--- src/sv/dpbmb_pkg.sv ---
// ----------------------------------------------------------------------------
// dpbmb_pkg - shared types and constants for the dark pixel block binner
// Limits, register indexes and the structs passed between the stages.
// ----------------------------------------------------------------------------
package dpbmb_pkg;

  // Region limits
  localparam int MAX_CELLS_ACROSS = 128;
  localparam int MAX_CELL_SIZE    = 30;
  localparam int MAX_CELLS_DOWN   = 128;

  // Field widths
  localparam int COL_W    = (MAX_CELLS_ACROSS > 1) ? $clog2(MAX_CELLS_ACROSS) : 1;
  localparam int ACR_W    = (COL_W >= 8) ? COL_W + 1 : 9;
  localparam int SIZE_W   = 5;
  localparam int ROW_W    = 7;
  localparam int OUT_CW   = 7;
  localparam int CNT_W    = 10;
  localparam int HALF_W   = 9;
  localparam int IDX_W    = 8;

  // Result queue depth
  localparam int QDEPTH   = 3;
  localparam int QPTR_W   = 2;
  localparam int QCNT_W   = 2;

  // Register indexes
  localparam logic [IDX_W-1:0] REG_CELL_SIZE      = 8'd0;
  localparam logic [IDX_W-1:0] REG_CELLS_ACROSS   = 8'd1;
  localparam logic [IDX_W-1:0] REG_CELLS_DOWN     = 8'd2;
  localparam logic [IDX_W-1:0] REG_DARK_THRESHOLD = 8'd3;

  // Register reset values
  localparam logic [SIZE_W-1:0] RST_CELL_SIZE      = 5'd7;
  localparam logic [7:0]        RST_CELLS_ACROSS   = 8'd128;
  localparam logic [7:0]        RST_CELLS_DOWN     = 8'd64;
  localparam logic [7:0]        RST_DARK_THRESHOLD = 8'd35;

  typedef struct packed {
    logic [SIZE_W-1:0] cell_size;
    logic [7:0]        cells_across;
    logic [7:0]        cells_down;
    logic [7:0]        dark_threshold;
  } cfg_t;

  // Per-pixel control handed from the position tracker to the counter
  typedef struct packed {
    logic              dark;
    logic [COL_W-1:0]  col;
    logic              first;
    logic              emit;
    logic [HALF_W-1:0] half;
    logic [ROW_W-1:0]  row;
    logic              last;
  } ctl_t;

  typedef struct packed {
    logic              cell_on;
    logic [OUT_CW-1:0] cell_column;
    logic [ROW_W-1:0]  cell_row;
    logic              last_cell;
  } res_t;

endpackage

--- src/sv/dpbmb_pixel_if.sv ---
// ----------------------------------------------------------------------------
// dpbmb_pixel_if - pixel channel
// Valid/ready channel carrying one pixel per beat.
// ----------------------------------------------------------------------------
interface dpbmb_pixel_if;
  logic       valid;
  logic       ready;
  logic [7:0] red;
  logic [7:0] green;
  logic       inside_image;

  modport source (output valid, red, green, inside_image, input ready);
  modport sink   (input valid, red, green, inside_image, output ready);
endinterface

--- src/sv/dpbmb_cell_if.sv ---
// ----------------------------------------------------------------------------
// dpbmb_cell_if - cell result channel
// Valid/ready channel carrying one finished cell per beat.
// ----------------------------------------------------------------------------
interface dpbmb_cell_if;
  logic       valid;
  logic       ready;
  logic       cell_on;
  logic [6:0] cell_column;
  logic [6:0] cell_row;
  logic       last_cell;

  modport source (output valid, cell_on, cell_column, cell_row, last_cell, input ready);
  modport sink   (input valid, cell_on, cell_column, cell_row, last_cell, output ready);
endinterface

--- src/sv/dpbmb_cfg_if.sv ---
// ----------------------------------------------------------------------------
// dpbmb_cfg_if - register write channel
// Valid/ready channel carrying a register index and write data per beat.
// ----------------------------------------------------------------------------
interface dpbmb_cfg_if;
  logic       valid;
  logic       ready;
  logic [7:0] index;
  logic [7:0] data;

  modport source (output valid, index, data, input ready);
  modport sink   (input valid, index, data, output ready);
endinterface

--- src/sv/dpbmb_cfg_regs.sv ---
// ----------------------------------------------------------------------------
// dpbmb_cfg_regs - configuration register file
// Takes one register write per beat; unknown indexes are dropped.
// ----------------------------------------------------------------------------
module dpbmb_cfg_regs (
  input  logic                clk,
  input  logic                rst,
  dpbmb_cfg_if.sink           regs,
  output dpbmb_pkg::cfg_t     cfg
);

  assign regs.ready = 1'b1;

  // Decode and hold register writes
  always_ff @(posedge clk) begin
    if (rst) begin
      cfg.cell_size      <= dpbmb_pkg::RST_CELL_SIZE;
      cfg.cells_across   <= dpbmb_pkg::RST_CELLS_ACROSS;
      cfg.cells_down     <= dpbmb_pkg::RST_CELLS_DOWN;
      cfg.dark_threshold <= dpbmb_pkg::RST_DARK_THRESHOLD;
    end else if (regs.valid) begin
      case (regs.index)
        dpbmb_pkg::REG_CELL_SIZE:      cfg.cell_size      <= regs.data[dpbmb_pkg::SIZE_W-1:0];
        dpbmb_pkg::REG_CELLS_ACROSS:   cfg.cells_across   <= regs.data;
        dpbmb_pkg::REG_CELLS_DOWN:     cfg.cells_down     <= regs.data;
        dpbmb_pkg::REG_DARK_THRESHOLD: cfg.dark_threshold <= regs.data;
        default: ;
      endcase
    end
  end

endmodule

--- src/sv/dpbmb_position.sv ---
// ----------------------------------------------------------------------------
// dpbmb_position - raster position tracker and dark test
// Derives per-pixel control from the current position and steps the
// position forward on each accepted pixel.
// ----------------------------------------------------------------------------
module dpbmb_position (
  input  logic                           clk,
  input  logic                           rst,
  input  dpbmb_pkg::cfg_t                cfg,
  input  logic                           accept,
  input  logic [7:0]                     red,
  input  logic [7:0]                     green,
  input  logic                           inside_image,
  output dpbmb_pkg::ctl_t                ctl
);

  localparam int SIZE_W = dpbmb_pkg::SIZE_W;
  localparam int COL_W  = dpbmb_pkg::COL_W;
  localparam int ACR_W  = dpbmb_pkg::ACR_W;
  localparam int ROW_W  = dpbmb_pkg::ROW_W;

  logic [SIZE_W-1:0] column_in_cell;
  logic [SIZE_W-1:0] pixel_row_in_cell;
  logic [COL_W-1:0]  cell_column;
  logic [ROW_W-1:0]  cell_row;

  logic [SIZE_W-1:0] cs;
  logic [ACR_W-1:0]  ca;
  logic [7:0]        cd;
  logic [8:0]        sum;
  logic [9:0]        area;
  logic              col_end;
  logic              row_end;
  logic              across_end;
  logic              down_end;

  // Clamp the settings into their working ranges
  always_comb begin
    if (cfg.cell_size == '0) begin
      cs = SIZE_W'(1);
    end else if ({2'b00, cfg.cell_size} > 7'(dpbmb_pkg::MAX_CELL_SIZE)) begin
      cs = SIZE_W'(dpbmb_pkg::MAX_CELL_SIZE);
    end else begin
      cs = cfg.cell_size;
    end

    if (cfg.cells_across == '0) begin
      ca = ACR_W'(1);
    end else if (ACR_W'(cfg.cells_across) > ACR_W'(dpbmb_pkg::MAX_CELLS_ACROSS)) begin
      ca = ACR_W'(dpbmb_pkg::MAX_CELLS_ACROSS);
    end else begin
      ca = ACR_W'(cfg.cells_across);
    end

    if (cfg.cells_down == '0) begin
      cd = 8'd1;
    end else if (cfg.cells_down > 8'(dpbmb_pkg::MAX_CELLS_DOWN)) begin
      cd = 8'(dpbmb_pkg::MAX_CELLS_DOWN);
    end else begin
      cd = cfg.cells_down;
    end
  end

  // Position flags and per-pixel control
  assign col_end    = ({1'b0, column_in_cell} + 6'd1) >= {1'b0, cs};
  assign row_end    = ({1'b0, pixel_row_in_cell} + 6'd1) >= {1'b0, cs};
  assign across_end = (ACR_W'(cell_column) + ACR_W'(1)) >= ca;
  assign down_end   = ({1'b0, cell_row} + 8'd1) >= cd;

  assign sum  = {1'b0, red} + {1'b0, green};
  assign area = 10'(cs) * 10'(cs);

  assign ctl.dark  = inside_image && (sum[8:1] < cfg.dark_threshold);
  assign ctl.col   = cell_column;
  assign ctl.first = (pixel_row_in_cell == '0) && (column_in_cell == '0);
  assign ctl.emit  = col_end && row_end;
  assign ctl.half  = area[9:1];
  assign ctl.row   = cell_row;
  assign ctl.last  = across_end && down_end;

  // Advance the raster position on each accepted beat
  always_ff @(posedge clk) begin
    if (rst) begin
      column_in_cell    <= '0;
      pixel_row_in_cell <= '0;
      cell_column       <= '0;
      cell_row          <= '0;
    end else if (accept) begin
      if (!col_end) begin
        column_in_cell <= column_in_cell + SIZE_W'(1);
      end else begin
        column_in_cell <= '0;
        if (!across_end) begin
          cell_column <= cell_column + COL_W'(1);
        end else begin
          cell_column <= '0;
          if (!row_end) begin
            pixel_row_in_cell <= pixel_row_in_cell + SIZE_W'(1);
          end else begin
            pixel_row_in_cell <= '0;
            if (!down_end) begin
              cell_row <= cell_row + ROW_W'(1);
            end else begin
              cell_row <= '0;
            end
          end
        end
      end
    end
  end

endmodule

--- src/sv/dpbmb_counter.sv ---
// ----------------------------------------------------------------------------
// dpbmb_counter - per-column dark count store and cell decision
// Registers the pixel control with the stored count, adds the dark bit,
// writes the count back and forms the cell result on a cell's last pixel.
// ----------------------------------------------------------------------------
module dpbmb_counter (
  input  logic                clk,
  input  logic                rst,
  input  logic                accept,
  input  dpbmb_pkg::ctl_t     ctl,
  output logic                push,
  output dpbmb_pkg::res_t     res
);

  localparam int COL_W = dpbmb_pkg::COL_W;
  localparam int CNT_W = dpbmb_pkg::CNT_W;
  localparam int DEPTH = dpbmb_pkg::MAX_CELLS_ACROSS;

  logic [CNT_W-1:0] mem [DEPTH];
  logic [DEPTH-1:0] written;

  dpbmb_pkg::ctl_t  s1;
  logic             s1_valid;
  logic [CNT_W-1:0] rdata;
  logic             rwritten;
  logic             fwd_hit;
  logic [CNT_W-1:0] fwd_data;
  logic [CNT_W-1:0] prev;
  logic [CNT_W-1:0] count;

  // Pick the stored count; a write at the read edge wins over the array
  always_comb begin
    if (fwd_hit) begin
      prev = fwd_data;
    end else if (rwritten) begin
      prev = rdata;
    end else begin
      prev = '0;
    end
    if (s1.first) begin
      count = CNT_W'(s1.dark);
    end else begin
      count = prev + CNT_W'(s1.dark);
    end
  end

  // Capture the pixel and read its column count
  always_ff @(posedge clk) begin
    if (accept) begin
      s1       <= ctl;
      rdata    <= mem[ctl.col];
      rwritten <= written[ctl.col];
      fwd_hit  <= s1_valid && (s1.col == ctl.col);
      fwd_data <= count;
    end
  end

  always_ff @(posedge clk) begin
    if (rst) begin
      s1_valid <= 1'b0;
    end else begin
      s1_valid <= accept;
    end
  end

  // Write the updated count back
  always_ff @(posedge clk) begin
    if (s1_valid) begin
      mem[s1.col] <= count;
    end
  end

  always_ff @(posedge clk) begin
    if (rst) begin
      written <= '0;
    end else if (s1_valid) begin
      written[s1.col] <= 1'b1;
    end
  end

  // Form the cell result
  assign push            = s1_valid && s1.emit;
  assign res.cell_on     = count > CNT_W'(s1.half);
  assign res.cell_column = dpbmb_pkg::OUT_CW'(s1.col);
  assign res.cell_row    = s1.row;
  assign res.last_cell   = s1.last;

endmodule

--- src/sv/dpbmb_result_queue.sv ---
// ----------------------------------------------------------------------------
// dpbmb_result_queue - small result queue in front of the output channel
// Holds finished cells and reports whether one more pixel may enter.
// ----------------------------------------------------------------------------
module dpbmb_result_queue (
  input  logic                clk,
  input  logic                rst,
  input  logic                push,
  input  dpbmb_pkg::res_t     res,
  output logic                space,
  dpbmb_cell_if.source        results
);

  localparam int QDEPTH = dpbmb_pkg::QDEPTH;
  localparam int QPTR_W = dpbmb_pkg::QPTR_W;
  localparam int QCNT_W = dpbmb_pkg::QCNT_W;

  dpbmb_pkg::res_t     entries [QDEPTH];
  logic [QPTR_W-1:0]   wr_ptr;
  logic [QPTR_W-1:0]   rd_ptr;
  logic [QCNT_W-1:0]   count;
  logic                pop;
  dpbmb_pkg::res_t     head;

  assign pop  = results.valid && results.ready;
  assign head = entries[rd_ptr];

  // Room for one more result counting the one still in the count stage
  assign space = ({1'b0, count} + {QCNT_W'(0), push}) < (QCNT_W + 1)'(QDEPTH);

  assign results.valid       = count != '0;
  assign results.cell_on     = head.cell_on;
  assign results.cell_column = head.cell_column;
  assign results.cell_row    = head.cell_row;
  assign results.last_cell   = head.last_cell;

  // Store pushed results
  always_ff @(posedge clk) begin
    if (push) begin
      entries[wr_ptr] <= res;
    end
  end

  // Advance pointers and occupancy
  always_ff @(posedge clk) begin
    if (rst) begin
      wr_ptr <= '0;
      rd_ptr <= '0;
      count  <= '0;
    end else begin
      if (push) begin
        wr_ptr <= (wr_ptr == QPTR_W'(QDEPTH - 1)) ? '0 : wr_ptr + QPTR_W'(1);
      end
      if (pop) begin
        rd_ptr <= (rd_ptr == QPTR_W'(QDEPTH - 1)) ? '0 : rd_ptr + QPTR_W'(1);
      end
      case ({push, pop})
        2'b10:   count <= count + QCNT_W'(1);
        2'b01:   count <= count - QCNT_W'(1);
        default: count <= count;
      endcase
    end
  end

endmodule

--- src/sv/dark_pixel_block_majority_binner_top.sv ---
// ----------------------------------------------------------------------------
// dark_pixel_block_majority_binner_top - block majority binarizer
// Counts dark pixels per cell over a raster region and emits one bit per cell.
// ----------------------------------------------------------------------------
//  channel   dir   beat
//  pixels    in    red, green, inside_image
//  results   out   cell_on, cell_column, cell_row, last_cell
//  regs      in    index, data (register write)
//
//  One pixel per cycle while the queue has room. The count stage registers
//  the pixel with its column count read; the read-modify-write result is pushed.
//  Reset is synchronous; the count store needs no clearing pass, a valid bit
//  per column reads unwritten columns as zero.
//  A stalled results channel fills a three-entry queue, then pixels stops.
// ----------------------------------------------------------------------------
module dark_pixel_block_majority_binner_top (
  input  logic           clk,
  input  logic           rst,
  dpbmb_pixel_if.sink    pixels,
  dpbmb_cell_if.source   results,
  dpbmb_cfg_if.sink      regs
);

  dpbmb_pkg::cfg_t cfg;
  dpbmb_pkg::ctl_t pix_ctl;
  dpbmb_pkg::res_t res;
  logic            pix_accept;
  logic            push;
  logic            space;

  assign pixels.ready = space;
  assign pix_accept   = pixels.valid && pixels.ready;

  dpbmb_cfg_regs u_regs (
    .clk  (clk),
    .rst  (rst),
    .regs (regs),
    .cfg  (cfg)
  );

  dpbmb_position u_position (
    .clk          (clk),
    .rst          (rst),
    .cfg          (cfg),
    .accept       (pix_accept),
    .red          (pixels.red),
    .green        (pixels.green),
    .inside_image (pixels.inside_image),
    .ctl          (pix_ctl)
  );

  dpbmb_counter u_counter (
    .clk    (clk),
    .rst    (rst),
    .accept (pix_accept),
    .ctl    (pix_ctl),
    .push   (push),
    .res    (res)
  );

  dpbmb_result_queue u_queue (
    .clk     (clk),
    .rst     (rst),
    .push    (push),
    .res     (res),
    .space   (space),
    .results (results)
  );

  // A cell's last pixel turns into a queue push on the next cycle
  a_emit_push: assert property (@(posedge clk) disable iff (rst)
    pix_accept && pix_ctl.emit |=> push)
    else $error("cell end pixel did not push a result");

  // Backpressure on pixels only while results are waiting
  a_stall_has_results: assert property (@(posedge clk) disable iff (rst)
    !pixels.ready |-> results.valid)
    else $error("pixels stalled with an empty result queue");

  // The queue only empties by a beat on the results channel
  a_drain_by_beat: assert property (@(posedge clk) disable iff (rst)
    $fell(results.valid) |-> $past(results.ready))
    else $error("result dropped without a beat");

endmodule
--- src/flat_wrapper.sv ---
// flat-port wrapper written by rule: the top's interface ports become plain ports
module dark_pixel_block_majority_binner_top_flat 
  (clk, rst, pixels_valid, pixels_red, pixels_green, pixels_inside_image, pixels_ready, results_valid, results_cell_on, results_cell_column, results_cell_row, results_last_cell, results_ready, regs_valid, regs_index, regs_data, regs_ready);
  dpbmb_pixel_if pixels_i ();
  dpbmb_cell_if results_i ();
  dpbmb_cfg_if regs_i ();
  input  logic clk;
  input  logic rst;
  input wire logic [$bits(pixels_i.valid)-1:0] pixels_valid;
  input wire logic [$bits(pixels_i.red)-1:0] pixels_red;
  input wire logic [$bits(pixels_i.green)-1:0] pixels_green;
  input wire logic [$bits(pixels_i.inside_image)-1:0] pixels_inside_image;
  output wire logic [$bits(pixels_i.ready)-1:0] pixels_ready;
  output wire logic [$bits(results_i.valid)-1:0] results_valid;
  output wire logic [$bits(results_i.cell_on)-1:0] results_cell_on;
  output wire logic [$bits(results_i.cell_column)-1:0] results_cell_column;
  output wire logic [$bits(results_i.cell_row)-1:0] results_cell_row;
  output wire logic [$bits(results_i.last_cell)-1:0] results_last_cell;
  input wire logic [$bits(results_i.ready)-1:0] results_ready;
  input wire logic [$bits(regs_i.valid)-1:0] regs_valid;
  input wire logic [$bits(regs_i.index)-1:0] regs_index;
  input wire logic [$bits(regs_i.data)-1:0] regs_data;
  output wire logic [$bits(regs_i.ready)-1:0] regs_ready;
  assign pixels_i.valid = pixels_valid;
  assign pixels_i.red = pixels_red;
  assign pixels_i.green = pixels_green;
  assign pixels_i.inside_image = pixels_inside_image;
  assign pixels_ready = pixels_i.ready;
  assign results_valid = results_i.valid;
  assign results_cell_on = results_i.cell_on;
  assign results_cell_column = results_i.cell_column;
  assign results_cell_row = results_i.cell_row;
  assign results_last_cell = results_i.last_cell;
  assign results_i.ready = results_ready;
  assign regs_i.valid = regs_valid;
  assign regs_i.index = regs_index;
  assign regs_i.data = regs_data;
  assign regs_ready = regs_i.ready;
  dark_pixel_block_majority_binner_top u_core (.clk(clk), .rst(rst), .pixels(pixels_i), .results(results_i), .regs(regs_i));
endmodule
--- config.mk ---
export PLATFORM = sky130hd
export DESIGN_NAME = dark_pixel_block_majority_binner_top_flat
export DESIGN_NICKNAME = d
export VERILOG_FILES = /design/src/sv/dpbmb_pkg.sv /design/src/sv/dpbmb_pixel_if.sv /design/src/sv/dpbmb_cell_if.sv /design/src/sv/dpbmb_cfg_if.sv /design/src/sv/dpbmb_cfg_regs.sv /design/src/sv/dpbmb_position.sv /design/src/sv/dpbmb_counter.sv /design/src/sv/dpbmb_result_queue.sv /design/src/sv/dark_pixel_block_majority_binner_top.sv /design/src/flat_wrapper.sv
export SDC_FILE = /design/constraint.sdc
export NUM_CORES = 2
export LEC_CHECK = 0
export BUFFER_PORTS_ARGS = -buffer_cell sky130_fd_sc_hd__buf_2
export CAP_MARGIN = 30
export CORE_MARGIN = 1
export CORE_UTILIZATION = 50
export DETAILED_ROUTE_END_ITERATION = 8
export PLACE_DENSITY = 0.74
export SYNTH_ARGS = -nofsm -noshare
export SYNTH_HDL_FRONTEND = slang
export SYNTH_HIERARCHICAL = 1
export SYNTH_SLANG_ARGS = --single-unit
--- constraint.sdc ---
create_clock -name clk -period 7.33 [get_ports clk]
set_clock_uncertainty 0.15 [all_clocks]
set_input_delay 0 -clock clk [delete_from_list [all_inputs] [get_ports clk]]
set_output_delay 0 -clock clk [all_outputs]
set_load 0.02 [all_outputs]
==> summary.txt <==
GRT
  • Largest net degree at the start of global routing: 132
  • Total GRT Usage: 22.8%
  • Congestion Overflow GR: 0
  • Initial antenna violation count: 0
  • Vias in the first global route: 33774
  • First-pass GRT wire length: 215000 um

Logic synthesis
  • Cells after Synth: 3653
  • Largest cells by area after synthesis: edfxtp_1 (66%), mux4_2 (9.5%), dfxtp_1 (6.1%)
  • Yosys top cell area share: 66.0%
  • Synthesized area per cell: 17.2 um^2
  • Ys async rst share: 0%
  • Leading cell types by count after synthesis: edfxtp_1 (1377), nor2_1 (448), mux2i_1 (265)
  • Count leader, synth: edfxtp_1
  • Post-Syn Area: 62700 um^2
  • Most used DFF post-synth: edfxtp_1
  • Net count after synthesis: 3766
  • Synth unique cells: 73
  • Syn. warnings: 6
  • Post-synth EDFFs: 1377
  • Post-synth top area cell: edfxtp_1
  • Sequential area share after synthesis: 72.1%
  • Synthesized flop and latch total: 1567

Detailed routing
  • DR vias: 33979
  • Initial DRC Count: 4021
  • DRT Pass-1 Iters: 9
  • DRC Markers: 6
  • Drt wl/cell: 25.6 um
  • Routed WL: 144000 um
  • Via/cell ratio: 6.03
  • Post-route antenna net violation count: 0

Outcome
  • Outcome: finished with violations
  • Failing checks: design-rule violations

Job
  • Max-Cap Viols: 0

STA
  • Max Freq: 228 MHz
  • Fin Setup TNS: 0 ns
  • Final period util: 59.9%
  • Final setup fails: 0
  • Worst-Margin Slew: 1.08 ns
  • Max Transition Viols Final: 0
  • RSZ-0062 raised after global routing: no
  • Slew Limit Headroom: 27.7%
  • Fin. Hold Viols: 0
  • Worst Slack Setup Final: 2.94 ns
  • Hold slack final: 0.0358 ns
  • Min Tclk post-route: 4.39 ns

Floorplanning
  • Die Y: 356 um
  • Core Area: 124000 um^2
  • Rows: 129
  • Chip Width: 356 um
  • Initial core utilization: 50.5%
  • Num ports: 57
  • Die area: 127000 um^2

Clock network
  • CTS tree: done
  • Clock Sinks: 1567
  • Postcts setup bufs: 0
  • CTS buffer count: 149
  • Post_cts resized: 0
  • CTS HTree Levels: 4
  • Clk slew on worst S/H paths: 0.06 ns
  • Max clock buf depth: 3
  • CTS root buffer: clkbuf_16
  • Worst-skew pair later-pin latency: 0.76 ns

Pwr
  • Clock share of power: 42.7%
  • Sequential Power Share: 54.9%
  • Net Sw Frac: 20.1%
  • P_sw: 3580 uW
  • Pint: 14300 uW
  • Power per cell area: 251 nW/um^2
  • Peak supply drop: 198 uV
  • Logic pwr share: 2.5%
  • Leak Pwr: 0.0228 uW

Finish
  • Post-route cell area: 71000 um^2
  • Area of the multi-input gates: 16400 um^2
  • # diodes: 0
  • Seq. cell area: 45200 um^2
  • FILL cells: 9141
  • Layout Area Growth over Synthesis: 13.3%
  • Nets: 3983
  • Share of cells above drive strength 1: 19.0%
  • Util after Layout: 57.3%

Placement
  • Dpl hpwl: 87100 um
  • Dpl ws: 2.89 ns
  • Placed Area: 65500 um^2
  • GPL Wtd Cong: 0.830
  • I/O Buffers: 55

Worst setup path
  • Worst setup EP type: flop
  • Crit-path most repeated cell: buf_4
  • CP cell instances: buf_4 > buf_4 > mux4_2 > mux2i_1 > a22o_1 > nor4_1 > a21oi_1 > o211ai_1
  • WP data arrival: 4.71 ns
  • CP Launch Type: flop
  • CP Data Required Time: 7.64 ns
  • Critical path's largest stage delay: 0.81 ns
  • Setup CP Type: flop to flop
  • Slowest CP cell: buf_4
  • CP max FO: 43

Worst hold path
  • Worst hold path class: input pin to flop
-- state kept, by name, summed over array words and instances, names as in the netlist, 7 cells and up, named ones only --
signal and flops:
u_core/u_counter/s1 12, u_core/u_counter/res 15, u_core/u_regs/cfg 29, u_core/u_counter/rdata 10
u_core/u_counter/fwd_data 10, u_core/u_counter/mem 1280, u_core/u_position/cell_row 7, u_core/u_counter/written 128
u_core/u_position/cell_column 7, u_core/u_queue/entries 48
-- layout make-up --
| class | count | share of cell area [%] |
|---|---|---|
| clock inverters | 83 | 1.12 |
| flip-flops and latches | 1567 | 63.6 |
| inverters | 47 | 0.249 |
| repair buffers | 272 | 3.33 |
| clock buffers | 194 | 5.71 |
| multi-input cells | 1833 | 23.1 |
| well taps | 1637 | 2.89 |
-- worst max-delay path, delay by kind of cell (launching register included) --
kind,cells,cell delay [ns]
DFF,1,0.68
and+or+nand+nor,1,0.08
buffers and inverters,2,1.57
AOI/OAI and AO/OA,3,0.75
muxes,2,0.80
-- logic make-up after synthesis --
logic type	share of synthesized area [%]
compound gates	4.18
xor+xnor	0.629
fa+ha+maj	1.55
buf+inv	2.00
flops	72.1
mux	13.8
other cells	0.0120
simple gates	5.80
-- final timing paths --
kind | from | end | slack (ns) | cells past startpoint
setup / recovery | u_core/u_position/cell_column[0] | u_core/u_counter/rdata[5] | 2.94 | 8
setup reg to reg | u_core/u_position/cell_column[0] | u_core/u_counter/rdata[5] | 2.94 | 8
hold reg to reg | u_core/u_counter/written[94] | u_core/u_counter/written[94] | 0.31 | 2
hold / removal | rst | u_core/u_counter/written[52] | 0.04 | 3
-- cells in the final DEF, fill, tap and decap left out, types with 13 or more instances in the layout --
master,instances
a22oi_1,140
nor4_1,15
nand2_1,79
edfxtp_1,1377
mux4_2,264
nor2_2,13
clkinv_1,26
buf_4,122
dfxtp_1,186
inv_1,47
mux2i_1,265
nand4_1,17
nor2b_1,30
a211oi_1,24
xnor2_1,28
xor2_1,17
o22ai_1,22
o21ai_0,22
o21ai_1,18
dlygate4sd3_1,48
buf_2,54
nand2b_1,40
bufinv_16,13
ha_1,71
clkbuf_1,33
clkbuf_16,152
buf_6,34
nor2_1,427
a21oi_1,76
clkinv_2,26
a22o_1,13
nand3_1,87
-- power groups by stage --
stage	sequential [uW]	clock, uW	combinational [uW]
finish	9790	7610	442
global route	9790	8030	477
CTS	9790	7710	435
detailed placement	9980	0	416
global placement	9990	0	385
floorplan	9970	0	251
-- layer usage --
layer	track usage (%)	vias up	part of all wire (%)
met2	37.6	1604	49
met4	7.99	0	3.2
met5	0	-	0
li1	-	14769	-
met1	30.3	17331	39
met3	4.43	275	8.7
-- repair_timing --
item,in CTS,in global routing
hold buffers,48,0
endpoints found under the setup margin,0,0
hold endpoints to repair,121,0
-- per-stage QoR --
step | total power [uW] | instances
6_report | 17800 | 5633
5_1_grt | 18300 | 5633
4_1_cts | 17900 | 5624
3_5_place_dp | 10400 | 5299
3_3_place_gp | 10400 | 5221
2_1_floorplan | 10200 | 3653
Power figures use the tool's default switching activity.
